**src/hw/rtl/lbphe_pkg.sv**
```systemverilog
// ---------------------------------------------------------------------------
// lbphe_pkg
// Shared types and constants of the LBP histogram engine.
// ---------------------------------------------------------------------------
`default_nettype none

package lbphe_pkg;

  localparam int MAX_WIDTH  = 1024;
  localparam int MAX_HEIGHT = 1024;
  localparam int NUM_BINS   = 256;

  localparam int PIX_W   = 8;
  localparam int BIN_W   = 8;
  localparam int DIM_W   = 11;
  localparam int CNT_W   = 21;
  localparam int FRAC_W  = 17;
  localparam int COL_W   = $clog2(MAX_WIDTH);
  localparam int ROW_W   = $clog2(MAX_HEIGHT) + 1;
  localparam int QDEPTH  = 4;
  localparam int QIDX_W  = $clog2(QDEPTH);
  localparam int DIV_STEPS = 16;

  localparam logic [CNT_W-1:0]  COUNT_MAX = {CNT_W{1'b1}};
  localparam logic [FRAC_W-1:0] FRAC_ONE  = FRAC_W'(65536);
  localparam logic [DIM_W-1:0]  DIM_RESET = DIM_W'(256);

  // Neighbor offsets in the 3x3 window, clockwise from top-left.
  localparam logic [1:0] NY [8] = '{2'd0, 2'd0, 2'd0, 2'd1, 2'd2, 2'd2, 2'd2, 2'd1};
  localparam logic [1:0] NX [8] = '{2'd0, 2'd1, 2'd2, 2'd2, 2'd2, 2'd1, 2'd0, 2'd0};

  typedef enum logic [1:0] {
    MODE_PIXEL = 2'd0,
    MODE_READ  = 2'd1,
    MODE_START = 2'd2,
    MODE_NOP   = 2'd3
  } mode_e;

  typedef enum logic {
    CFG_WIDTH  = 1'b0,
    CFG_HEIGHT = 1'b1
  } cfg_idx_e;

  typedef enum logic [1:0] {
    OP_PIX   = 2'd0,
    OP_READ  = 2'd1,
    OP_CLEAR = 2'd2
  } op_kind_e;

  typedef struct packed {
    op_kind_e             kind;
    logic                 bump0;    // count into bin 0 (border pixel)
    logic                 code_en;  // count the pattern code
    logic [BIN_W-1:0]     bin;      // pattern code or selected bin
    logic                 done;     // frame complete at read time
    logic [CNT_W-1:0]     total;    // width times height
  } op_t;

endpackage

`default_nettype wire

```
**src/hw/rtl/lbphe_queue.sv**
```systemverilog
// ---------------------------------------------------------------------------
// lbphe_queue
// Short FIFO of operations between front and back.
// ---------------------------------------------------------------------------
`default_nettype none

module lbphe_queue
  import lbphe_pkg::*;
(
  input  wire logic clk_i,
  input  wire logic rst_ni,
  input  wire logic push_i,
  input  wire op_t  push_op_i,
  output logic      full_o,
  input  wire logic pop_i,
  output op_t       pop_op_o,
  output logic      empty_o
);

  op_t                entry_q [QDEPTH];
  logic [QIDX_W-1:0]  wr_q, rd_q;
  logic [QIDX_W:0]    cnt_q;

  assign full_o   = (cnt_q == (QIDX_W+1)'(QDEPTH));
  assign empty_o  = (cnt_q == '0);
  assign pop_op_o = entry_q[rd_q];

  always_ff @(posedge clk_i) begin
    if (push_i && !full_o) begin
      entry_q[wr_q] <= push_op_i;
    end
  end

  always_ff @(posedge clk_i or negedge rst_ni) begin
    if (!rst_ni) begin
      wr_q  <= '0;
      rd_q  <= '0;
      cnt_q <= '0;
    end else begin
      if (push_i && !full_o) wr_q <= wr_q + 1'b1;
      if (pop_i && !empty_o) rd_q <= rd_q + 1'b1;
      case ({push_i && !full_o, pop_i && !empty_o})
        2'b10:   cnt_q <= cnt_q + 1'b1;
        2'b01:   cnt_q <= cnt_q - 1'b1;
        default: cnt_q <= cnt_q;
      endcase
    end
  end

endmodule

`default_nettype wire

```
**config.mk**
```make
export PLATFORM = sky130hd
export DESIGN_NAME = lbphe_queue
export DESIGN_NICKNAME = d
export VERILOG_FILES = /design/src/hw/rtl/lbphe_pkg.sv /design/src/hw/rtl/lbphe_queue.sv
export SDC_FILE = /design/constraint.sdc
export NUM_CORES = 1
export LEC_CHECK = 0
export BUFFER_PORTS_ARGS = -buffer_cell sky130_fd_sc_hd__buf_2
export CORE_ASPECT_RATIO = 0.7
export CORE_MARGIN = 4
export CORE_UTILIZATION = 35
export CTS_CLUSTER_DIAMETER = 60
export DETAILED_ROUTE_END_ITERATION = 12
export PLACE_DENSITY = 0.5
export SLEW_MARGIN = 20
export SYNTH_ARGS = -nofsm -noshare
export SYNTH_HDL_FRONTEND = slang
export SYNTH_SLANG_ARGS = --single-unit
```
**constraint.sdc**
```tcl
create_clock -name clk_i -period 3.18 [get_ports clk_i]
set_input_delay 0.636 -clock clk_i [delete_from_list [all_inputs] [get_ports clk_i]]
set_output_delay 0.636 -clock clk_i [all_outputs]
set_load 0.02 [all_outputs]
```
==> results.py <==
metrics = {
    "timing": {
        "setup_viol": 0,
        "worstMarginPinSlew_ns": 0.630,
        "layout_worst_path_cycle_share_pct": 89.0,
        "tns_ns": 0,
        "report.final.slew_viol_count": 0,
        "hold_viol_final": 0,
        "fmax_mhz": 353,
        "min_period_ns": 2.83,
        "whs_ns": 0.0679,
        "rsz0062_at_grt": "no",
        "finClkSkew_ns": 0.0101,
        "slew_headroom_pct": 58.0,
    },
    "floorplanning": {
        "die_w_um": 156,
        "start_util_pct": 36.2,
        "dieArea_um2": 17500,
        "core_area_um2": 14900,
        "fp.dieH_um": 112,
        "placementRows": 37,
        "io_pins": 74,
    },
    "drt": {
        "drtIter0Drc": 110,
        "wl_per_cell_um": 19.1,
        "drc": 0,
        "dr.pass1.iters": 5,
        "antenna_left": 0,
        "highest_layer": "met5",
        "route.met2.wl_um": 4500,
        "dr_total_vias": 2415,
        "m1WireLength_um": 4550,
        "avgViaCountPerCell": 4.71,
        "routed-wl-met3_um": 604,
        "routed_wl_um": 9780,
    },
    "cts": {
        "cts_setup_buffers": 0,
        "ctsResizeCount": 0,
        "cts_tree": "done",
        "htree_levels": 4,
        "clock_path_buffers": 2,
        "cts_root_buffer": "clkbuf_16",
        "clkTransAtPathRegs_ns": 0.06,
        "numCtsBuffers": 17,
        "cts.sinks": 143,
        "clk_latency_ns": 0.41,
        "ctsHoldBuffers": 0,
    },
    "critical_path": {
        "r2r-end": "entry_q[2][24]$_DFFE_PP_",
        "cpPeakStageDelay_ns": 0.77,
        "critPathLaunch": "rd_q[0]$_DFFE_PN0P_",
        "r2r-start": "cnt_q[2]$_DFFE_PN0P_",
        "critPathKind": "flop to output pin",
        "reg2reg_slack_ns": 1.20,
        "worstPathCellList": "buf_12 > mux4_2 > buf_2",
        "cpMaxStageDelayCell": "dfrtp_2",
        "endpoint_kind": "output pin",
        "reg2reg_depth": 4,
        "crit_path_end": "pop_op_o[17]",
        "required_ns": 2.54,
        "startpoint_type": "flop",
        "worstPathArrival_ns": 2.19,
        "path_max_fanout": 19,
    },
    "logic_synthesis": {
        "syn_avg_cell_area_um2": 25.0,
        "ys.warnings.count": 0,
        "synth_top_cell_by_area": "edfxtp_1",
        "netlist_top_cells_area": "edfxtp_1, mux4_2, dfrtp_1, mux4_1, ha_1",
        "synth_cell_types": 21,
        "ys_ff_latch": 143,
        "syn_inst": 215,
        "ys_seq_area_share_pct": 79.1,
        "synth_area_um2": 5390,
        "syn_nets": 259,
        "yosys.area.top_type_share_pct": 75.8,
    },
    "grt": {
        "grt_use_total_pct": 11.9,
        "grt_max_degree": 23,
        "antenna_found_initial": 1,
        "grt_pass1_wl_um": 15400,
        "grt_overflow": 0,
        "grt_pass1_vias": 2654,
    },
    "power_and_ir_drop": {
        "total_power_mw": 6.70,
        "powerDensity_nw_per_um2": 1010,
        "peakVddDrop_mv": 0.555,
        "leakagePower_nw": 2.34,
    },
    "cells_and_area": {
        "multi_input_area_um2": 1020,
        "stdcell_area_um2": 6640,
        "instances_no_fill": 513,
        "final_nets": 350,
        "fillerInstances": 1256,
        "seqCellArea_um2": 4260,
        "area_growth_pct": 23.4,
        "diodes": 0,
        "drive_above_1_share_pct": 46.2,
    },
    "job": {
        "maxCapViolCount": 0,
    },
    "placed_design": {
        "placed_area_um2": 6030,
        "place_inst": 482,
        "gp_congestion": 0.690,
        "io_buffers": 73,
        "hpwlAfterDp_um": 6120,
    },
    "outcome": {
        "status": "complete, no violations",
    },
    "hold_path": {
        "hp-class": "input port to asynchronous set/reset pin",
    },
}
==> cell type report <==
type | instances | area share, %
inverter | 6 | 0.339
sequential | 143 | 64.2
timing repair buffer | 80 | 7.23
tap | 195 | 3.67
clock inverter | 13 | 2.83
clock buffer | 18 | 6.46
multi-input combinational | 58 | 15.3
==> flip-flops by register name, summed over array words and instances (netlist names) <==
name and flops:
entry_q 136, cnt_q 3, rd_q 2, wr_q 2
==> metrics by stage <==
step / utilization, % / setup WS, ns
5_1_grt: 44.7 / 0.211
3_3_place_gp: 40.5 / 0.732
3_5_place_dp: 40.5 / 0.730
6_report: 44.7 / 0.349
4_1_cts: 44.7 / 0.285
2_1_floorplan: - / 1.04
==> report_power, final <==
group	switching, mW	internal, mW
sequential	0.219	2.50
clock	0.751	1.31
combinational	1.07	0.849
total	2.04	4.66
==> cells by family after synthesis <==
logic type,synth area share [%]
AND/OR/NAND/NOR,1.09
buffers and inverters,2.11
XOR/XNOR,0.976
flip-flops,79.1
multiplexers,15.0
adder cells (fa/ha/maj),1.53
AO/OA/AOI/OAI,0.163
==> worst max-delay path: cells and delay by family, from the launching register on <==
kind                   cells  cell delay, ns
buffers and inverters      2            0.46
DFF                        1            0.77
muxes                      1            0.55
==> worst min path at each step <==
stage                      endpoint  depth (start not counted)    from  slack, ns
2_1_floorplan  cnt_q[0]$_DFFE_PN0P_                          0  rst_ni       0.34
4_1_cts         wr_q[0]$_DFFE_PN0P_                          1  rst_ni       0.06
3_3_place_gp   cnt_q[2]$_DFFE_PN0P_                          1  rst_ni       0.48
5_1_grt         wr_q[0]$_DFFE_PN0P_                          1  rst_ni       0.06
3_5_place_dp   cnt_q[2]$_DFFE_PN0P_                          1  rst_ni       0.49
6_report        wr_q[0]$_DFFE_PN0P_                          1  rst_ni       0.07
==> routing by layer <==
layer | vias to the layer above | GRT usage (%)
li1 | 1087 | -
met1 | 1258 | 16.3
met2 | 59 | 17.7
met3 | 9 | 4.70
met4 | 2 | 3.64
met5 | - | 0
==> cells in the final DEF, fill, tap and decap left out, drive strengths merged, types with 3 or more instances in the layout <==
master / count
mux4: 34
dfrtp: 7
ha: 5
inv: 9
xnor2: 3
buf: 80
clkinvlp: 3
and2: 4
bufinv: 4
xor2: 3
edfxtp: 136
clkbuf: 18
clkinv: 3
==> synthesized netlist by cell type, drive strengths merged <==
master,instances
and2,4
buf,8
dfrtp,7
edfxtp,136
fa,1
ha,5
inv,6
mux2,1
mux2i,1
mux4,34
nand2,1
nor2,1
nor2b,1
nor3,1
nor3b,1
o31a,1
xnor2,3
xor2,3
Note: power is estimated with default switching activity, not from simulation.
